### src/msd_pkg.sv
// Shared types, constants and helper functions for the MFM sync track decoder.
// Used by every module of the decoder and by msd_out_if; depends on nothing else.
package msd_pkg;

    // Field widths of the input and result transactions.
    localparam int DATA_W   = 32;
    localparam int INDEX_W  = 12;
    localparam int STATUS_W = 2;
    localparam int OFFS_W   = 32;

    // Configuration port.
    localparam int CFG_IDX_W  = 1;
    localparam int CFG_DATA_W = 16;
    localparam logic [CFG_IDX_W-1:0] CFG_SYNC_PATTERN = 1'b0;
    localparam logic [CFG_IDX_W-1:0] CFG_TRACK_WORDS  = 1'b1;

    // Track configuration.
    localparam int SYNC_W        = 16;
    localparam int TRACK_WORDS_W = 13;
    localparam int MAX_TRACK_WORDS = 4096;
    localparam logic [SYNC_W-1:0] SYNC_RESET = 16'h8915;
    localparam logic [TRACK_WORDS_W-1:0] TRACK_WORDS_RESET = TRACK_WORDS_W'(11 * 512 / 4);

    // Raw shift register and per-long cell counter.
    localparam int RAW_W  = 64;
    localparam int CELL_W = 6;

    // Result status codes.
    localparam logic [STATUS_W-1:0] ST_DATA      = 2'd0;
    localparam logic [STATUS_W-1:0] ST_GOOD      = 2'd1;
    localparam logic [STATUS_W-1:0] ST_BAD       = 2'd2;
    localparam logic [STATUS_W-1:0] ST_NOT_FOUND = 2'd3;

    // Result queue between the front and the back.
    localparam int QUEUE_DEPTH = 4;
    localparam int QPTR_W      = $clog2(QUEUE_DEPTH);
    localparam int QCNT_W      = $clog2(QUEUE_DEPTH + 1);

    // Mask that keeps the data cells of a raw MFM word.
    localparam logic [DATA_W-1:0] DATA_MASK = 32'h5555_5555;

    // One result transaction.
    typedef struct packed {
        logic [DATA_W-1:0]   data_word;
        logic [INDEX_W-1:0]  word_index;
        logic                last;
        logic [STATUS_W-1:0] status;
        logic [OFFS_W-1:0]   sync_offset;
    } t_result;

    // Decodes 64 raw bits into one long: the odd half then the even half.
    function automatic logic [DATA_W-1:0] f_decode_long(input logic [RAW_W-1:0] raw);
        logic [DATA_W-1:0] odd;
        logic [DATA_W-1:0] even;
        odd  = raw[RAW_W-1:DATA_W] & DATA_MASK;
        even = raw[DATA_W-1:0] & DATA_MASK;
        return (odd << 1) | even;
    endfunction

endpackage

### src/msd_queue.sv
// Short result queue between the decoder front end and the output stage.
// Depends on msd_pkg for the result record and the queue depth.
module msd_queue
    import msd_pkg::*;
(
    input  logic    i_clk,
    input  logic    i_rst_n,
    input  logic    i_push,
    input  t_result i_result,
    input  logic    i_pop,
    output logic    o_full,
    output logic    o_valid,
    output t_result o_result
);

    t_result           r_mem [QUEUE_DEPTH];
    logic [QPTR_W-1:0] r_wr_ptr;
    logic [QPTR_W-1:0] r_rd_ptr;
    logic [QCNT_W-1:0] r_count;

    logic do_push;
    logic do_pop;

    assign o_full   = (r_count == QCNT_W'(QUEUE_DEPTH));
    assign o_valid  = (r_count != '0);
    assign o_result = r_mem[r_rd_ptr];
    assign do_push  = i_push && !o_full;
    assign do_pop   = i_pop && o_valid;

    // Entry storage.
    always_ff @(posedge i_clk) begin
        if (do_push) begin
            r_mem[r_wr_ptr] <= i_result;
        end
    end

    // Pointers and fill count.
    always_ff @(posedge i_clk) begin
        if (!i_rst_n) begin
            r_wr_ptr <= '0;
            r_rd_ptr <= '0;
            r_count  <= '0;
        end else begin
            if (do_push) begin
                r_wr_ptr <= r_wr_ptr + QPTR_W'(1);
            end
            if (do_pop) begin
                r_rd_ptr <= r_rd_ptr + QPTR_W'(1);
            end
            case ({do_push, do_pop})
                2'b10:   r_count <= r_count + QCNT_W'(1);
                2'b01:   r_count <= r_count - QCNT_W'(1);
                default: r_count <= r_count;
            endcase
        end
    end

endmodule

### config.mk
export PLATFORM = sky130hd
export DESIGN_NAME = msd_queue
export DESIGN_NICKNAME = d
export VERILOG_FILES = /design/src/msd_pkg.sv /design/src/msd_queue.sv
export SDC_FILE = /design/constraint.sdc
export NUM_CORES = 1
export LEC_CHECK = 0
export BUFFER_PORTS_ARGS = -buffer_cell sky130_fd_sc_hd__buf_4
export CELL_PAD_IN_SITES_DETAIL_PLACEMENT = 0
export CELL_PAD_IN_SITES_GLOBAL_PLACEMENT = 1
export CORE_MARGIN = 4
export CORE_UTILIZATION = 50
export CTS_BUF_LIST = sky130_fd_sc_hd__clkbuf_16
export DETAILED_ROUTE_END_ITERATION = 8
export GPL_TIMING_DRIVEN = 0
export HOLD_SLACK_MARGIN = 0.08
export PLACE_DENSITY = 0.77
export SETUP_SLACK_MARGIN = 0.3
export SYNTH_ARGS = -nofsm -noshare
export SYNTH_HDL_FRONTEND = slang
export SYNTH_SLANG_ARGS = --single-unit
### constraint.sdc
create_clock -name i_clk -period 4.7 [get_ports i_clk]
set_input_delay 0.705 -clock i_clk [delete_from_list [all_inputs] [get_ports i_clk]]
set_output_delay 0.705 -clock i_clk [all_outputs]
set_load 0.005 [all_outputs]
==> results.txt <==
Max cap viols = 0
Fin worst setup slack = 1770 ps
Core area = 0.0234 mm²
Yosys warning total = 0
Routed len/inst = 21.6 µm
Final design area excluding fillers = 0.0146 mm²
Std-Cell Rows = 56
Tightest Pin Transition = 747 ps
Final core occ = 0.625
Critical-path cell list = buf_2, clkbuf_1, mux4_2, buf_4
Post-synth cell types = 23
Slew margin rel. = 0.502
CTS Sinks = 325
Area after DPL = 0.0136 mm²
Largest net degree at the start of global routing = 55
Sequential fraction of the synthesis area = 0.815
VDD IR max = 0.367 mV
Cts hold-fix bufs = 0
Setup violators final = 0
Final worst-path cycle share = 0.624
Critical path fanouts, max = 10
Initial drt markers = 298
Cells on Worst Hold Path = 1
Cell area after synthesis = 0.0119 mm²
Synthesis-to-layout area growth = 23.3%
Reg2reg setup slack = 2170 ps
Type of origin of the critical path = flip-flop
Post-CTS Repair Setup Buffers = 0
Syn Area/Cell = 25.5 µm²
Outcome = completed
Worst skew pair latency = 490 ps
Worst path slowest cell = clkbuf_1
WP data required = 3990 ps
Min-Delay Path Class = in -> reg
Switch Pwr = 1.86 mW
Ant. Diodes = 0
Die width = 162 µm
Routed Antenna Nets = 0
Antenna violations before repair = 0
CTS tree = yes
Worst setup path class = reg -> out
H-tree depth = 2
Total wire length = 21700 µm
Final worst path period need = 2930 ps
Min Hold Slack = 405 ps
Gr usage total = 0.168
Crit. End Element = primary output
Fraction of layout cells with a size suffix above 1 = 0.443
Synth Instances = 465
DP Worst Slack = 2020 ps
Synthesized Nets = 554
Hold Violations, Final = 0
Worst Path Arrival = 2230 ps
Yosys reg bits = 325
Unrepaired setup endpoints after global routing = false
Number of port buffers = 162
IO Pins = 164
Clock buffer count from CTS = 34
PD cells = 537 mW/mm²
Critical Path Max Stage Delay = 610 ps
Clk buf depth = 3
Part of the power in registers = 0.453
Hold_sp = i_result[17]
Switching Fraction = 0.237
Initial Util = 0.507
Grt ovf = 0
Root buf cell = clkbuf_16
Vias/cell = 5.36
CTS-repair resized insts = 0
Die boundary height = 162 µm
Post-route DRC = 0
Internal = 5.99 mW
Post-DP HPWL = 13500 µm
Worst-path clk slew = 60 ps
Die area = 0.0263 mm²
Comb power frac = 0.236
Clock power share = 0.311
Placer Congestion = 0.720
Routed vias = 5385
Final Net Count = 756
Router iterations before antenna repair = 4
FF-to-FF Start = r_count[2]$_SDFFE_PN0P_
Max frequency = 0.341 GHz
Vias in the first global route = 5941
Final Power = 7.86 mW
Slew Viols, Final = 0
Cells on worst reg2reg path = 10
Fillers = 1635
Skew final = 8.92 ps
First-pass GRT wire length = 33700 µm
LEAKAGE = 4.96 nW
-- placed cells by master, fill, tap and decap left out, drive strengths merged --
cell type / synthesis / layout
clkinv: 0 / 8
or3: 2 / 2
xor2: 1 / 1
buf: 12 / 178
a21boi: 1 / 1
and2: 7 / 7
nand2: 5 / 5
xnor2: 3 / 3
fa: 1 / 1
dfxtp: 9 / 9
bufinv: 0 / 1
o311ai: 1 / 1
inv: 6 / 14
clkbuf: 8 / 45
nor3b: 1 / 1
nor2b: 3 / 3
ha: 5 / 5
mux2i: 2 / 2
mux4: 79 / 79
o21ai: 2 / 2
edfxtp: 316 / 316
o31a: 1 / 1
clkinvlp: 0 / 1
-- worst max-delay path, delay by kind of cell, from the launching register on --
family / cells / cell delay, ps
buffers and inverters: 3 / 1000
multiplexers: 1 / 430
flip-flops: 1 / 300
-- state kept, by name, indices dropped and copies added (netlist names), named ones only --
signal and count:
r_wr_ptr 2, r_count 3, r_mem 316, r_rd_ptr 2
-- worst paths after layout --
path | endpoint
setup / recovery | o_result[68]
hold / removal | r_mem[3][17]$_DFFE_PP_
setup reg to reg | r_count[2]$_SDFFE_PN0P_
hold reg to reg | r_wr_ptr[1]$_SDFFE_PN0P_
-- stage by stage --
stage	setup TNS (ps)	cells
global route	0	1005
CTS	0	1005
floorplan	0	465
detailed placement	0	950
global placement	-80580	946
finish	0	1005
-- synthesized netlist by cell type, drive strengths merged --
master | n | area (µm²)
edfxtp | 316 | 9490
mux4 | 79 | 1780
buf | 12 | 91.3
dfxtp | 9 | 180
clkbuf | 8 | 30.0
and2 | 7 | 43.8
inv | 6 | 22.5
ha | 5 | 62.6
nand2 | 5 | 18.8
nor2b | 3 | 18.8
xnor2 | 3 | 26.3
mux2i | 2 | 20.0
o21ai | 2 | 10.0
or3 | 2 | 12.5
a21boi | 1 | 7.51
fa | 1 | 20.0
nor3b | 1 | 7.51
o311ai | 1 | 8.76
o31a | 1 | 8.76
xor2 | 1 | 8.76
-- layout make-up --
class	count	area [µm²]	share of cell area
buffer	20	121	0.00830
clock buffer	37	926	0.0633
clock inverter	18	103	0.00701
inverter	6	22.5	0.00154
multi-input combinational	114	2060	0.141
sequential	325	9670	0.661
tap	319	399	0.0273
timing repair buffer	166	1330	0.0907
-- power by group through the flow --
stage	Sequential [mW]	Clock, mW	Combinational, mW
floorplan	3.62	0	1.04
global placement	3.64	0	1.85
detailed placement	3.62	0	1.91
CTS	3.57	2.51	1.91
global route	3.58	2.63	2.01
finish	3.56	2.44	1.85
-- routing by layer --
metal,global-route usage,part of all wire
met5,0,0
met4,0.0384,0.017
met3,0.0426,0.064
met2,0.290,0.51
met1,0.219,0.40
-- cells by family after synthesis --
| group | share of synthesized area |
|---|---|
| XOR/XNOR | 0.00295 |
| AND/OR/NAND/NOR | 0.00854 |
| AO/OA/AOI/OAI | 0.00295 |
| buffers and inverters | 0.0121 |
| flip-flops | 0.815 |
| adder cells (fa/ha/maj) | 0.00696 |
| multiplexers | 0.152 |
(Power assumes the default switching activity.)
