**src/msd_pkg.sv**
```systemverilog
// Shared types, constants and helper functions for the MFM sync track decoder.
// Used by every module of the decoder and by msd_out_if; depends on nothing else.
package msd_pkg;

    // Field widths of the input and result transactions.
    localparam int DATA_W   = 32;
    localparam int INDEX_W  = 12;
    localparam int STATUS_W = 2;
    localparam int OFFS_W   = 32;

    // Configuration port.
    localparam int CFG_IDX_W  = 1;
    localparam int CFG_DATA_W = 16;
    localparam logic [CFG_IDX_W-1:0] CFG_SYNC_PATTERN = 1'b0;
    localparam logic [CFG_IDX_W-1:0] CFG_TRACK_WORDS  = 1'b1;

    // Track configuration.
    localparam int SYNC_W        = 16;
    localparam int TRACK_WORDS_W = 13;
    localparam int MAX_TRACK_WORDS = 4096;
    localparam logic [SYNC_W-1:0] SYNC_RESET = 16'h8915;
    localparam logic [TRACK_WORDS_W-1:0] TRACK_WORDS_RESET = TRACK_WORDS_W'(11 * 512 / 4);

    // Raw shift register and per-long cell counter.
    localparam int RAW_W  = 64;
    localparam int CELL_W = 6;

    // Result status codes.
    localparam logic [STATUS_W-1:0] ST_DATA      = 2'd0;
    localparam logic [STATUS_W-1:0] ST_GOOD      = 2'd1;
    localparam logic [STATUS_W-1:0] ST_BAD       = 2'd2;
    localparam logic [STATUS_W-1:0] ST_NOT_FOUND = 2'd3;

    // Result queue between the front and the back.
    localparam int QUEUE_DEPTH = 4;
    localparam int QPTR_W      = $clog2(QUEUE_DEPTH);
    localparam int QCNT_W      = $clog2(QUEUE_DEPTH + 1);

    // Mask that keeps the data cells of a raw MFM word.
    localparam logic [DATA_W-1:0] DATA_MASK = 32'h5555_5555;

    // One result transaction.
    typedef struct packed {
        logic [DATA_W-1:0]   data_word;
        logic [INDEX_W-1:0]  word_index;
        logic                last;
        logic [STATUS_W-1:0] status;
        logic [OFFS_W-1:0]   sync_offset;
    } t_result;

    // Decodes 64 raw bits into one long: the odd half then the even half.
    function automatic logic [DATA_W-1:0] f_decode_long(input logic [RAW_W-1:0] raw);
        logic [DATA_W-1:0] odd;
        logic [DATA_W-1:0] even;
        odd  = raw[RAW_W-1:DATA_W] & DATA_MASK;
        even = raw[DATA_W-1:0] & DATA_MASK;
        return (odd << 1) | even;
    endfunction

endpackage

```
**src/msd_front.sv**
```systemverilog
// Front end of the decoder: accepts raw bits, hunts for sync, decodes longs,
// keeps the checksum and pushes result records into the queue. Depends on msd_pkg.
module msd_front
    import msd_pkg::*;
(
    input  logic                  i_clk,
    input  logic                  i_rst_n,
    input  logic                  i_accept,
    input  logic                  i_kind,
    input  logic                  i_raw_bit,
    input  logic                  i_cfg_we,
    input  logic [CFG_IDX_W-1:0]  i_cfg_idx,
    input  logic [CFG_DATA_W-1:0] i_cfg_data,
    output logic                  o_push,
    output t_result               o_result
);

    // Track phases.
    localparam logic [1:0] PH_HUNT = 2'd0;
    localparam logic [1:0] PH_CSUM = 2'd1;
    localparam logic [1:0] PH_DATA = 2'd2;
    localparam logic [1:0] PH_IDLE = 2'd3;

    logic [SYNC_W-1:0]        r_sync_pattern;
    logic [TRACK_WORDS_W-1:0] r_track_words;

    logic [RAW_W-1:0]   r_raw_shift, n_raw_shift;
    logic [1:0]         r_phase, n_phase;
    logic [CELL_W-1:0]  r_cell_count, n_cell_count;
    logic [INDEX_W-1:0] r_word_count, n_word_count;
    logic [DATA_W-1:0]  r_sum, n_sum;
    logic [OFFS_W-1:0]  r_bit_pos, n_bit_pos;
    logic [OFFS_W-1:0]  r_found_off, n_found_off;

    logic [TRACK_WORDS_W-1:0] eff_words;
    logic [DATA_W-1:0]        long_val;
    logic [CELL_W-1:0]        cell_inc;
    logic [TRACK_WORDS_W-1:0] word_next;

    // Configuration registers.
    always_ff @(posedge i_clk) begin
        if (!i_rst_n) begin
            r_sync_pattern <= SYNC_RESET;
            r_track_words  <= TRACK_WORDS_RESET;
        end else if (i_cfg_we) begin
            case (i_cfg_idx)
                CFG_SYNC_PATTERN: r_sync_pattern <= i_cfg_data[SYNC_W-1:0];
                CFG_TRACK_WORDS:  r_track_words  <= i_cfg_data[TRACK_WORDS_W-1:0];
                default: ;
            endcase
        end
    end

    // Track length clamped to the supported range.
    always_comb begin
        if (r_track_words == '0) begin
            eff_words = TRACK_WORDS_W'(1);
        end else if (r_track_words > TRACK_WORDS_W'(MAX_TRACK_WORDS)) begin
            eff_words = TRACK_WORDS_W'(MAX_TRACK_WORDS);
        end else begin
            eff_words = r_track_words;
        end
    end

    // Next state and result record for one accepted transaction.
    always_comb begin
        n_raw_shift  = r_raw_shift;
        n_phase      = r_phase;
        n_cell_count = r_cell_count;
        n_word_count = r_word_count;
        n_sum        = r_sum;
        n_bit_pos    = r_bit_pos;
        n_found_off  = r_found_off;
        o_push       = 1'b0;
        o_result     = '0;
        cell_inc     = r_cell_count + CELL_W'(1);
        word_next    = {1'b0, r_word_count} + TRACK_WORDS_W'(1);
        long_val     = '0;

        if (i_accept) begin
            if (i_kind) begin
                // End of stream: report not found unless a track already passed.
                n_raw_shift  = '0;
                n_phase      = PH_HUNT;
                n_cell_count = '0;
                n_word_count = '0;
                n_sum        = '0;
                n_bit_pos    = '0;
                n_found_off  = '0;
                if (r_phase != PH_IDLE) begin
                    o_push            = 1'b1;
                    o_result.last     = 1'b1;
                    o_result.status   = ST_NOT_FOUND;
                end
            end else begin
                n_bit_pos   = r_bit_pos + OFFS_W'(1);
                n_raw_shift = {r_raw_shift[RAW_W-2:0], i_raw_bit};
                long_val    = f_decode_long(n_raw_shift);
                case (r_phase)
                    PH_HUNT: begin
                        if (n_raw_shift[SYNC_W-1:0] == r_sync_pattern) begin
                            n_found_off  = r_bit_pos - OFFS_W'(15);
                            n_phase      = PH_CSUM;
                            n_cell_count = '0;
                            n_word_count = '0;
                        end
                    end
                    PH_CSUM: begin
                        n_cell_count = cell_inc;
                        if (cell_inc == '0) begin
                            n_sum   = long_val;
                            n_phase = PH_DATA;
                        end
                    end
                    PH_DATA: begin
                        n_cell_count = cell_inc;
                        if (cell_inc == '0) begin
                            n_sum                = r_sum - long_val;
                            o_push               = 1'b1;
                            o_result.data_word   = long_val;
                            o_result.word_index  = r_word_count;
                            o_result.sync_offset = r_found_off;
                            if (word_next >= eff_words) begin
                                o_result.last   = 1'b1;
                                o_result.status = (n_sum == '0) ? ST_GOOD : ST_BAD;
                                n_phase         = (n_sum == '0) ? PH_IDLE : PH_HUNT;
                                n_word_count    = '0;
                            end else begin
                                o_result.status = ST_DATA;
                                n_word_count    = word_next[INDEX_W-1:0];
                            end
                        end
                    end
                    default: ;
                endcase
            end
        end
    end

    // Control state.
    always_ff @(posedge i_clk) begin
        if (!i_rst_n) begin
            r_raw_shift  <= '0;
            r_phase      <= PH_HUNT;
            r_cell_count <= '0;
            r_word_count <= '0;
            r_sum        <= '0;
            r_bit_pos    <= '0;
            r_found_off  <= '0;
        end else begin
            r_raw_shift  <= n_raw_shift;
            r_phase      <= n_phase;
            r_cell_count <= n_cell_count;
            r_word_count <= n_word_count;
            r_sum        <= n_sum;
            r_bit_pos    <= n_bit_pos;
            r_found_off  <= n_found_off;
        end
    end

endmodule

```
**config.mk**
```make
export PLATFORM = sky130hd
export DESIGN_NAME = msd_front
export DESIGN_NICKNAME = d
export VERILOG_FILES = /design/src/msd_pkg.sv /design/src/msd_front.sv
export SDC_FILE = /design/constraint.sdc
export NUM_CORES = 1
export LEC_CHECK = 0
export ABC_AREA = 1
export BUFFER_PORTS_ARGS = -buffer_cell sky130_fd_sc_hd__buf_2
export CAP_MARGIN = 20
export CORE_MARGIN = 4
export CORE_UTILIZATION = 41
export DETAILED_ROUTE_END_ITERATION = 12
export SLEW_MARGIN = 15
export SYNTH_ARGS = -nofsm -noshare
export SYNTH_HDL_FRONTEND = slang
export SYNTH_SLANG_ARGS = --single-unit
```
**constraint.sdc**
```tcl
create_clock -name i_clk -period 5.1 [get_ports i_clk]
set_clock_uncertainty 0.2 [all_clocks]
set_input_delay 1.02 -clock i_clk [delete_from_list [all_inputs] [get_ports i_clk]]
set_output_delay 1.02 -clock i_clk [all_outputs]
set_load 0.05 [all_outputs]
```
==> results of run 1 <==
## worst paths after layout
| kind | from | to | slack (ps) | depth (start not counted) |
|---|---|---|---|---|
| worst max-delay path | r_word_count[1] | o_result[32] | 280 | 19 |
| worst min-delay path | r_raw_shift[58] | r_raw_shift[59] | 260 | 2 |
| worst min register to register | r_raw_shift[58] | r_raw_shift[59] | 260 | 2 |
| worst max register to register | r_track_words[4] | r_word_count[1] | 1630 | 16 |
## Yosys cell counts (5+ instances only)
cell type and n:
o21ai_0 82, nor2_1 239, or2_2 5, or2_1 5, o211ai_1 10, nand2_1 684, inv_1 267, inv_2 10
ha_1 53, clkbuf_1 57, buf_2 11, nor2_2 7, nand2_2 6, nand4_1 41, nor4_1 11, nand3_1 73
buf_1 6, nor3_1 32, a21oi_2 5, dfxtp_1 207, a21oi_1 219, xnor2_1 11, xor2_1 35
## kinds of logic after synthesis
family	count (synthesis)
adders and majority gates	54
buffers and inverters	360
and+or+nand+nor	1123
xor gates and xnor gates	46
DFF	207
AOI/OAI and AO/OA	334
## routing by layer
layer,part of all wire,routed length [um]
met3,0.051,1960
met5,0,0
met2,0.47,18300
met1,0.46,17800
met4,0.018,679
## report_power, final
part	leakage, uW	switching, uW	total (uW)	internal, uW
logic	0.00456	369	515	146
registers	0.00168	28.6	1690	1660
clock network	0.000445	729	2000	1280
## metrics by stage
stage               total power (uW)  area (um^2)  hold WS, ps  utilization
floorplan                       2090        13100          241            -
global placement                2220        13800          246        0.440
detailed placement              2230        13800          254        0.440
CTS                             4230        14800          262        0.469
global route                    4370        14800          279        0.471
finish                          4210        14800          258        0.471
## worst reg2reg max path, stage by stage (launching register included)
cell     delay (ps)
dfxtp_1         330
nor4_1          350
nand3_1         140
nand2_1         250
nand2_1         120
ha_1            320
a21oi_1         150
o21ai_0          90
a21oi_1         170
nor2_1           50
o21ai_0         190
nand3_2         140
nor2_1          170
nand2_1         140
nor2_4          320
nand2_1         100
a21oi_1         150
## placed cells by master (no fill, tap or decap), types with 24 or more instances in the layout
cell type and instances:
buf_2 99, o21ai_0 82, nand2_1 684, a21oi_1 217, clkbuf_16 24, nand4_1 41, nand3_1 72, ha_1 53
dfxtp_1 206, inv_1 265, nor2_1 238, nor3_1 28, xor2_1 35
## sequential cells by signal, summed over array words and instances (netlist names)
name,cells
r_track_words,13
r_sum,32
r_word_count,12
r_sync_pattern,16
r_raw_shift,62
r_bit_pos,32
r_phase,2
r_cell_count,6
r_found_off,32
## repair_timing
item                                    4_1_cts  5_1_grt
pin swaps                                     0        3
buffers inserted                              0        1
gates resized for setup                       3       10
endpoints found under the setup margin        3        3
## final cells by class
class	count	area, um^2
well taps	402	503
inverters	280	1050
clock buffers	30	663
fillers	3308	16700
clock inverters	13	256
repair buffers	115	632
multi-input cells	1557	7560
flip-flops and latches	207	4150
==> flow_metrics.py, run 1 <==
metrics = {
    "cells_and_area": {
        "drive_above_1_share": 0.0972,
        "diodes": 0,
        "post_layout_nonfiller_instances": 2604,
        "fin_nets": 2262,
        "area_growth_syn_to_layout_pct": 13.5,
    },
    "logic_synthesis": {
        "ys_async_sr_fraction": 0,
        "yosysTopAreaCell": "dfxtp_1",
        "syn-instance-count": 2124,
        "syn-mean-instance-area_um2": 6.15,
        "synth.ff_latch_count": 207,
        "synth_seq_area_share": 0.317,
        "synth_top_family_by_area": "simple AND/OR/NAND/NOR gates",
        "synth_mux_area_frac": 0,
        "postSynthNetCount": 2201,
        "synth_top_flop_cell": "dfxtp_1",
        "syn_area_um2": 13100,
        "synth_enable_flop_cells": 0,
        "synth_compound_area_frac": 0.135,
        "synth.area.top_cells": "dfxtp_1 (32%), nand2_1 (20%), a21oi_1 (8.4%), inv_1 (7.7%), nor2_1 (6.9%)",
        "synth-xor-area-share": 0.0308,
        "synth.top_cell.area_share": 0.317,
        "synth.lib_cells_used.distinct": 49,
        "ys.warnings.count": 0,
        "adder_cell_fraction_of_synth_area": 0.0523,
        "synth_simple_gate_area_share": 0.357,
    },
    "grt": {
        "grt_max_degree": 74,
        "grt_pass1_wl_mm": 63.5,
        "via_count_of_the_first_global_routing_pass": 12653,
        "met1_usage": 0.287,
        "grt_overflow_total": 0,
        "met3_usage": 0.0275,
        "grt_antenna_before_repair": 0,
        "global_route_hottest_layer": "met2",
        "grt.met2_usage": 0.375,
        "global_route.usage.total": 0.215,
    },
    "floorplanning": {
        "die_w_um": 186,
        "std_cell_rows": 65,
        "area_of_the_core_um2": 31500,
        "design.die.area_um2": 34800,
        "fp.dieH_um": 186,
        "initial_utilization": 0.415,
        "pin_count": 103,
    },
    "sta": {
        "finalSetupViolCount": 0,
        "report.final.hold_viol_count": 0,
        "finalWorstPathRequiredPeriod_ps": 4820,
        "worst_slack_ps": 284,
        "timing.final.max_slew_violations": 0,
        "grt_setup_unrepaired": "false",
        "fin_tns_setup_ps": 0,
        "timing_worst_slew_pin_value_ps": 1060,
        "period_utilization": 0.944,
        "max_slew_margin": 0.294,
        "fmax_mhz": 208,
    },
    "place": {
        "finalWeightedCongestion": 0.906,
        "place.detailed.hpwl_mm": 28.7,
        "dpl_worst_slack_ps": 197,
        "placed_cells_incl_taps": 2560,
        "port-buffer-count": 102,
    },
    "setup_path": {
        "worstPathBufferInverterCount": 4,
        "worst_path_max_delay_cell": "dfxtp_1",
        "timing.critical_path.to_type": "output port",
        "critical_path_cell_by_cell": "inv_1, nor3_4, nand4_1, nor2_1, nand2_1, nor3_2, xor2_1, inv_1, ha_1, nand2_1, nor2_1, nand2_1, or3_1, nand3_2, nand3_1, inv_1, nand4_1, a21oi_2, buf_6",
        "worstPathArrival_ps": 3600,
        "critical_path.startpoint_type": "register",
        "crit_path_largest_cell_delay_ps": 360,
        "crit_family": "simple AND/OR/NAND/NOR gates",
        "critPathMaxFanout": 3,
        "worst-setup-path-type": "reg -> out",
        "critPathRequiredTime_ps": 3880,
    },
    "clock_network": {
        "cts_root_buffer": "clkbuf_16",
        "cts_inserted_buffers": 24,
        "clk_latency_ps": 540,
        "tritoncts_clock_tree": "done",
        "htreeDepth": 1,
        "clock_pin_slew_reported_for_the_worst_setup_and_hold_paths_after_clock_tree_synthesis_ps": 60,
        "clock-sinks": 207,
        "cts.hold.buffers_added": 0,
        "clock_path_buffers": 3,
    },
    "run_status": {
        "outcome": "completed",
    },
    "flow_run": {
        "maxCapViolCount": 0,
    },
    "power_and_ir_drop": {
        "power.ir.vdd_worst_uv": 250,
        "leakagePower_uw": 0.00668,
        "p_per_area_nw_per_um2": 284,
    },
    "drt": {
        "drc": 0,
        "avgRoutedWirePerCell_um": 14.9,
        "via_per_inst": 5.11,
        "drtIter0Drc": 905,
        "drtAntennaViolNets": 0,
        "iteration_count_of_the_initial_detailed_routing_pass": 6,
        "num_vias": 13300,
        "routed_wl_mm": 38.8,
    },
    "min_path": {
        "holdCritPathClass": "reg -> reg",
    },
}
Power figures use the tool's default switching activity.
==> inputs of run 2 (changes only) <==
CORE_MARGIN = not set   (was 4)
CTS_CLUSTER_DIAMETER = 100   (was not set)
==> flow_metrics.py, run 2 (same netlist as run 1, synthesis figures left out) <==
metrics = {
    "floorplanning": {
        "initial_utilization": 0.421,
        "design.die.area_um2": 32600,
        "die_w_um": 180,
        "std_cell_rows": 64,
        "fp.dieH_um": 180,
        "area_of_the_core_um2": 31000,
        "pin_count": 103,
    },
    "power_and_ir_drop": {
        "internal_power_contribution_uw": 2840,
        "power.ir.vdd_worst_uv": 252,
        "share_seq_of_total_power": 0.428,
        "net-switching-power_uw": 1100,
        "switching_share": 0.279,
        "clkPwrFrac": 0.442,
        "leakagePower_uw": 0.00660,
        "p_per_area_nw_per_um2": 269,
        "combinationalPowerShare": 0.130,
    },
    "sta": {
        "fmax_mhz": 209,
        "timing.final.max_slew_violations": 0,
        "finalWorstPathRequiredPeriod_ps": 4790,
        "timing_worst_slew_pin_value_ps": 1050,
        "max_slew_margin": 0.297,
        "fin_tns_setup_ps": 0,
        "worst_slack_ps": 313,
        "period_utilization": 0.939,
        "grt_setup_unrepaired": "false",
        "finalSetupViolCount": 0,
        "report.final.hold_viol_count": 0,
    },
    "drt": {
        "drc": 0,
        "num_vias": 13363,
        "avgRoutedWirePerCell_um": 14.8,
        "routed_wl_mm": 38.4,
        "via_per_inst": 5.15,
        "drtIter0Drc": 941,
        "iteration_count_of_the_initial_detailed_routing_pass": 5,
        "drtAntennaViolNets": 0,
    },
    "setup_path": {
        "crit_path_largest_cell_delay_ps": 370,
        "worstPathArrival_ps": 3570,
        "timing.critical_path.to_type": "output port",
        "critPathRequiredTime_ps": 3880,
        "worst-setup-path-type": "reg -> out",
        "critical_path.startpoint_type": "register",
        "critical_path_cell_by_cell": "inv_1, nor3_4, nand4_1, nor2_1, nand2_1, nor3_2, xor2_1, inv_1, ha_1, nand2_1, nor2_1, nand2_1, or3_1, nand3_2, nand3_1, inv_1, nand4_1, a21oi_1, buf_6",
        "critPathMaxFanout": 4,
        "worst_path_max_delay_cell": "dfxtp_1",
    },
    "place": {
        "port-buffer-count": 102,
        "finalWeightedCongestion": 0.937,
        "place.detailed.hpwl_mm": 28.4,
        "placed_cells_incl_taps": 2551,
        "placed_area_um2": 13800,
        "dpl_worst_slack_ps": 280,
    },
    "cells_and_area": {
        "post_layout_nonfiller_instances": 2594,
        "utilization": 0.472,
        "post-route-cell-area_um2": 14600,
        "diodes": 0,
        "largest-register": "r_raw_shift",
        "flip_flop_count_of_the_largest_register_after_layout": 62,
        "area_growth_syn_to_layout_pct": 12.1,
        "layout.cells.most_common": "nand2_1",
        "layout.cells.most_common_list": "nand2_1 (684), inv_1 (265), nor2_1 (238)",
        "fin_nets": 2260,
        "drive_above_1_share": 0.0924,
    },
    "grt": {
        "grt_overflow_total": 0,
        "grt_antenna_before_repair": 0,
        "grt_pass1_wl_mm": 62.9,
        "grt_max_degree": 78,
        "global_route.usage.total": 0.234,
        "via_count_of_the_first_global_routing_pass": 12668,
    },
    "flow_run": {
        "maxCapViolCount": 0,
    },
    "clock_network": {
        "htreeDepth": 1,
        "clock-sinks": 207,
        "cts.hold.buffers_added": 0,
        "clock_path_buffers": 3,
        "cts_root_buffer": "clkbuf_16",
        "tritoncts_clock_tree": "done",
        "clk_latency_ps": 530,
        "cts_inserted_buffers": 25,
        "clock_pin_slew_reported_for_the_worst_setup_and_hold_paths_after_clock_tree_synthesis_ps": 60,
    },
    "run_status": {
        "outcome": "completed",
    },
    "min_path": {
        "holdCritPathClass": "reg -> reg",
    },
}
run 2: power groups by stage:
stage | Combinational [uW] | Clock [uW] | Sequential [uW]
CTS | 508 | 1780 | 1690
floorplan | 372 | 0 | 1710
global placement | 497 | 0 | 1720
global route | 579 | 1850 | 1690
finish | 512 | 1740 | 1690
detailed placement | 505 | 0 | 1720
run 2: area by class of cell:
class | instances | area, um^2
clock inverter | 9 | 103
inverter | 280 | 1050
fill | 3266 | 16300
clock buffer | 33 | 686
multi-input combinational | 1557 | 7550
sequential | 207 | 4140
timing repair buffer | 112 | 607
tap | 396 | 495
run 2: critical path, delay by kind of cell, from the launching register on:
kind	cells	cell delay, ps
adders and majority gates	1	290
buffers and inverters	4	460
and+or+nand+nor	12	1590
xor gates and xnor gates	1	150
AOI/OAI and AO/OA	1	170
DFF	1	370
run 2: metrics by stage:
stage | hold WS [ps] | power [uW]
floorplan | 241 | 2090
global placement | 249 | 2220
detailed placement | 255 | 2230
CTS | 259 | 3970
global route | 278 | 4120
finish | 252 | 3940
run 2: path summary, 6_finish.rpt:
kind	startpoint	endpoint	slack, ps	depth (start not counted)
worst max-delay path	r_word_count[0]	o_result[32]	310	19
worst min-delay path	r_raw_shift[36]	r_raw_shift[37]	250	2
worst max register to register	r_word_count[0]	r_word_count[8]	1630	18
worst min register to register	r_raw_shift[36]	r_raw_shift[37]	250	2
run 2: timing repair:
action	4_1_cts	5_1_grt
setup endpoints to repair	1	3
setup buffers	0	1
pin swaps	0	2
gates resized for setup	1	10
run 2: metal layers:
| layer | vias up | track usage | routed length [um] |
|---|---|---|---|
| met5 | - | 0 | 0 |
| met4 | 0 | 0.0674 | 933 |
| met3 | 61 | 0.0255 | 1760 |
| met2 | 282 | 0.406 | 18100 |
| met1 | 6189 | 0.304 | 17700 |
| li1 | 6831 | - | - |
==> inputs of run 3 (changes only) <==
CORE_MARGIN = 5   (was not set)
==> flow_metrics.py, run 3 (same netlist as run 1, synthesis figures left out) <==
metrics = {
    "power_and_ir_drop": {
        "leakagePower_uw": 0.00666,
        "power.ir.vdd_worst_uv": 246,
        "p_per_area_nw_per_um2": 270,
        "fin_total_pwr_uw": 3980,
    },
    "clock_network": {
        "clock_path_buffers": 3,
        "clock_pin_slew_reported_for_the_worst_setup_and_hold_paths_after_clock_tree_synthesis_ps": 60,
        "clk_latency_ps": 550,
        "cts_root_buffer": "clkbuf_16",
        "tritoncts_clock_tree": "done",
        "clock-sinks": 207,
        "htreeDepth": 1,
        "cts_inserted_buffers": 25,
        "cts.hold.buffers_added": 0,
    },
    "drt": {
        "via_per_inst": 5.09,
        "num_vias": 13268,
        "drc": 0,
        "avgRoutedWirePerCell_um": 14.7,
        "routed_wl_mm": 38.3,
        "drtIter0Drc": 902,
        "iteration_count_of_the_initial_detailed_routing_pass": 5,
        "drtAntennaViolNets": 0,
    },
    "floorplanning": {
        "initial_utilization": 0.415,
        "die_w_um": 188,
        "area_of_the_core_um2": 31500,
        "pin_count": 103,
        "fp.dieH_um": 188,
        "std_cell_rows": 65,
        "design.die.area_um2": 35500,
    },
    "sta": {
        "timing_worst_slew_pin_value_ps": 1010,
        "finalHoldWorstSlack_ps": 257,
        "finalSetupViolCount": 0,
        "timing.final.max_slew_violations": 0,
        "max_slew_margin": 0.327,
        "report.final.hold_viol_count": 0,
        "fin_tns_setup_ps": 0,
        "finalWorstPathRequiredPeriod_ps": 4840,
        "period_utilization": 0.950,
        "fmax_mhz": 206,
    },
    "setup_path": {
        "critPathMaxFanout": 4,
        "crit_family": "simple AND/OR/NAND/NOR gates",
        "worst-setup-path-type": "reg -> out",
        "setup.reg_to_reg.worst_slack_ps": 1710,
        "critical_path.startpoint_type": "register",
        "worstPathBufferInverterCount": 3,
        "critical_path_cell_by_cell": "inv_1, nor3_4, nand4_1, nor2_1, nand2_1, nor3_2, xor2_1, inv_1, ha_1, nand2_1, nor2_1, nand2_1, or3_1, nand3_1, nand4_1, a21oi_1, buf_4",
        "worst_path_max_delay_cell": "dfxtp_2",
        "crit_path_largest_cell_delay_ps": 350,
        "critPathRequiredTime_ps": 3880,
        "worstPathArrival_ps": 3620,
        "cpMostUsedCell": "nand2_1",
        "timing.critical_path.to_type": "output port",
    },
    "cells_and_area": {
        "flip_flop_count_of_the_largest_register_after_layout": 62,
        "fillerInstances": 3351,
        "diodes": 0,
        "largest-register": "r_raw_shift",
        "fin_nets": 2265,
        "drive_above_1_share": 0.0947,
        "post-route-cell-area_um2": 14800,
        "utilization": 0.469,
        "area_growth_syn_to_layout_pct": 13.0,
        "layout.cells.most_common": "nand2_1",
        "layout.cells.most_common_list": "nand2_1 (684), inv_1 (265), nor2_1 (238)",
    },
    "grt": {
        "global_route_hottest_layer": "met2",
        "grt_overflow_total": 0,
        "met1_usage": 0.283,
        "global_route.usage.total": 0.211,
        "grt_antenna_before_repair": 0,
        "grt_max_degree": 99,
        "via_count_of_the_first_global_routing_pass": 12713,
        "grt.met2_usage": 0.361,
        "met3_usage": 0.0246,
        "grt_pass1_wl_mm": 63.6,
    },
    "flow_run": {
        "maxCapViolCount": 0,
    },
    "place": {
        "port-buffer-count": 102,
        "place.detailed.hpwl_mm": 28.9,
        "finalWeightedCongestion": 0.898,
        "placed_area_um2": 13900,
    },
    "run_status": {
        "outcome": "completed",
    },
    "min_path": {
        "holdCritPathClass": "reg -> reg",
    },
}
-- run 3: cell types whose count changed in the layout (fill, tap and decap cells not counted), sizes merged --
cell / change
clkinvlp: -3
buf: +5
clkbuf: +6
clkinv: -1
inv: +1
-- run 3: per-layer routing --
layer | routed length (um) | vias up
met5 | 0 | -
met4 | 1020 | 0
met3 | 1310 | 51
met2 | 18000 | 217
met1 | 18000 | 6155
li1 | - | 6845
-- run 3: area by class of cell --
class                      instances  area, um^2  share of cell area
clock buffer                      39         718              0.0487
timing repair buffer             117         672              0.0455
clock inverter                     6        95.1             0.00644
tap                              402         503              0.0341
inverter                         280        1050              0.0715
sequential                       207        4150               0.281
multi-input combinational       1557        7570               0.513
-- run 3: worst min-delay path, stage by stage (launching register included) --
cell,delay [ps]
dfxtp_1,300
nand2_1,60
a21oi_1,50
-- run 3: report_power, final --
group	internal (uW)	switching, uW	leakage, uW
clock network	1070	712	0.000398
logic	150	363	0.00459
registers	1660	28.6	0.00168
-- run 3: final timing paths --
kind | startpoint | end | cells after the start
worst min register to register | r_raw_shift[36] | r_raw_shift[37] | 2
worst min-delay path | r_raw_shift[36] | r_raw_shift[37] | 2
worst max register to register | r_track_words[8] | r_word_count[8] | 16
worst max-delay path | r_word_count[2] | o_result[33] | 17
-- run 3: repair_timing --
item | CTS | global route
gates resized for setup | 5 | 8
buffers inserted | 0 | 1
setup endpoints to repair | 3 | 3
pin swaps | 0 | 4
-- run 3: stage by stage --
| stage | instances | worst slack, ps |
|---|---|---|
| after global placement | 2561 | 253 |
| after CTS | 2606 | 67.6 |
| after detailed placement | 2561 | 215 |
| final | 2608 | 257 |
| after global routing | 2608 | -20.8 |
| after floorplan | 2124 | 455 |
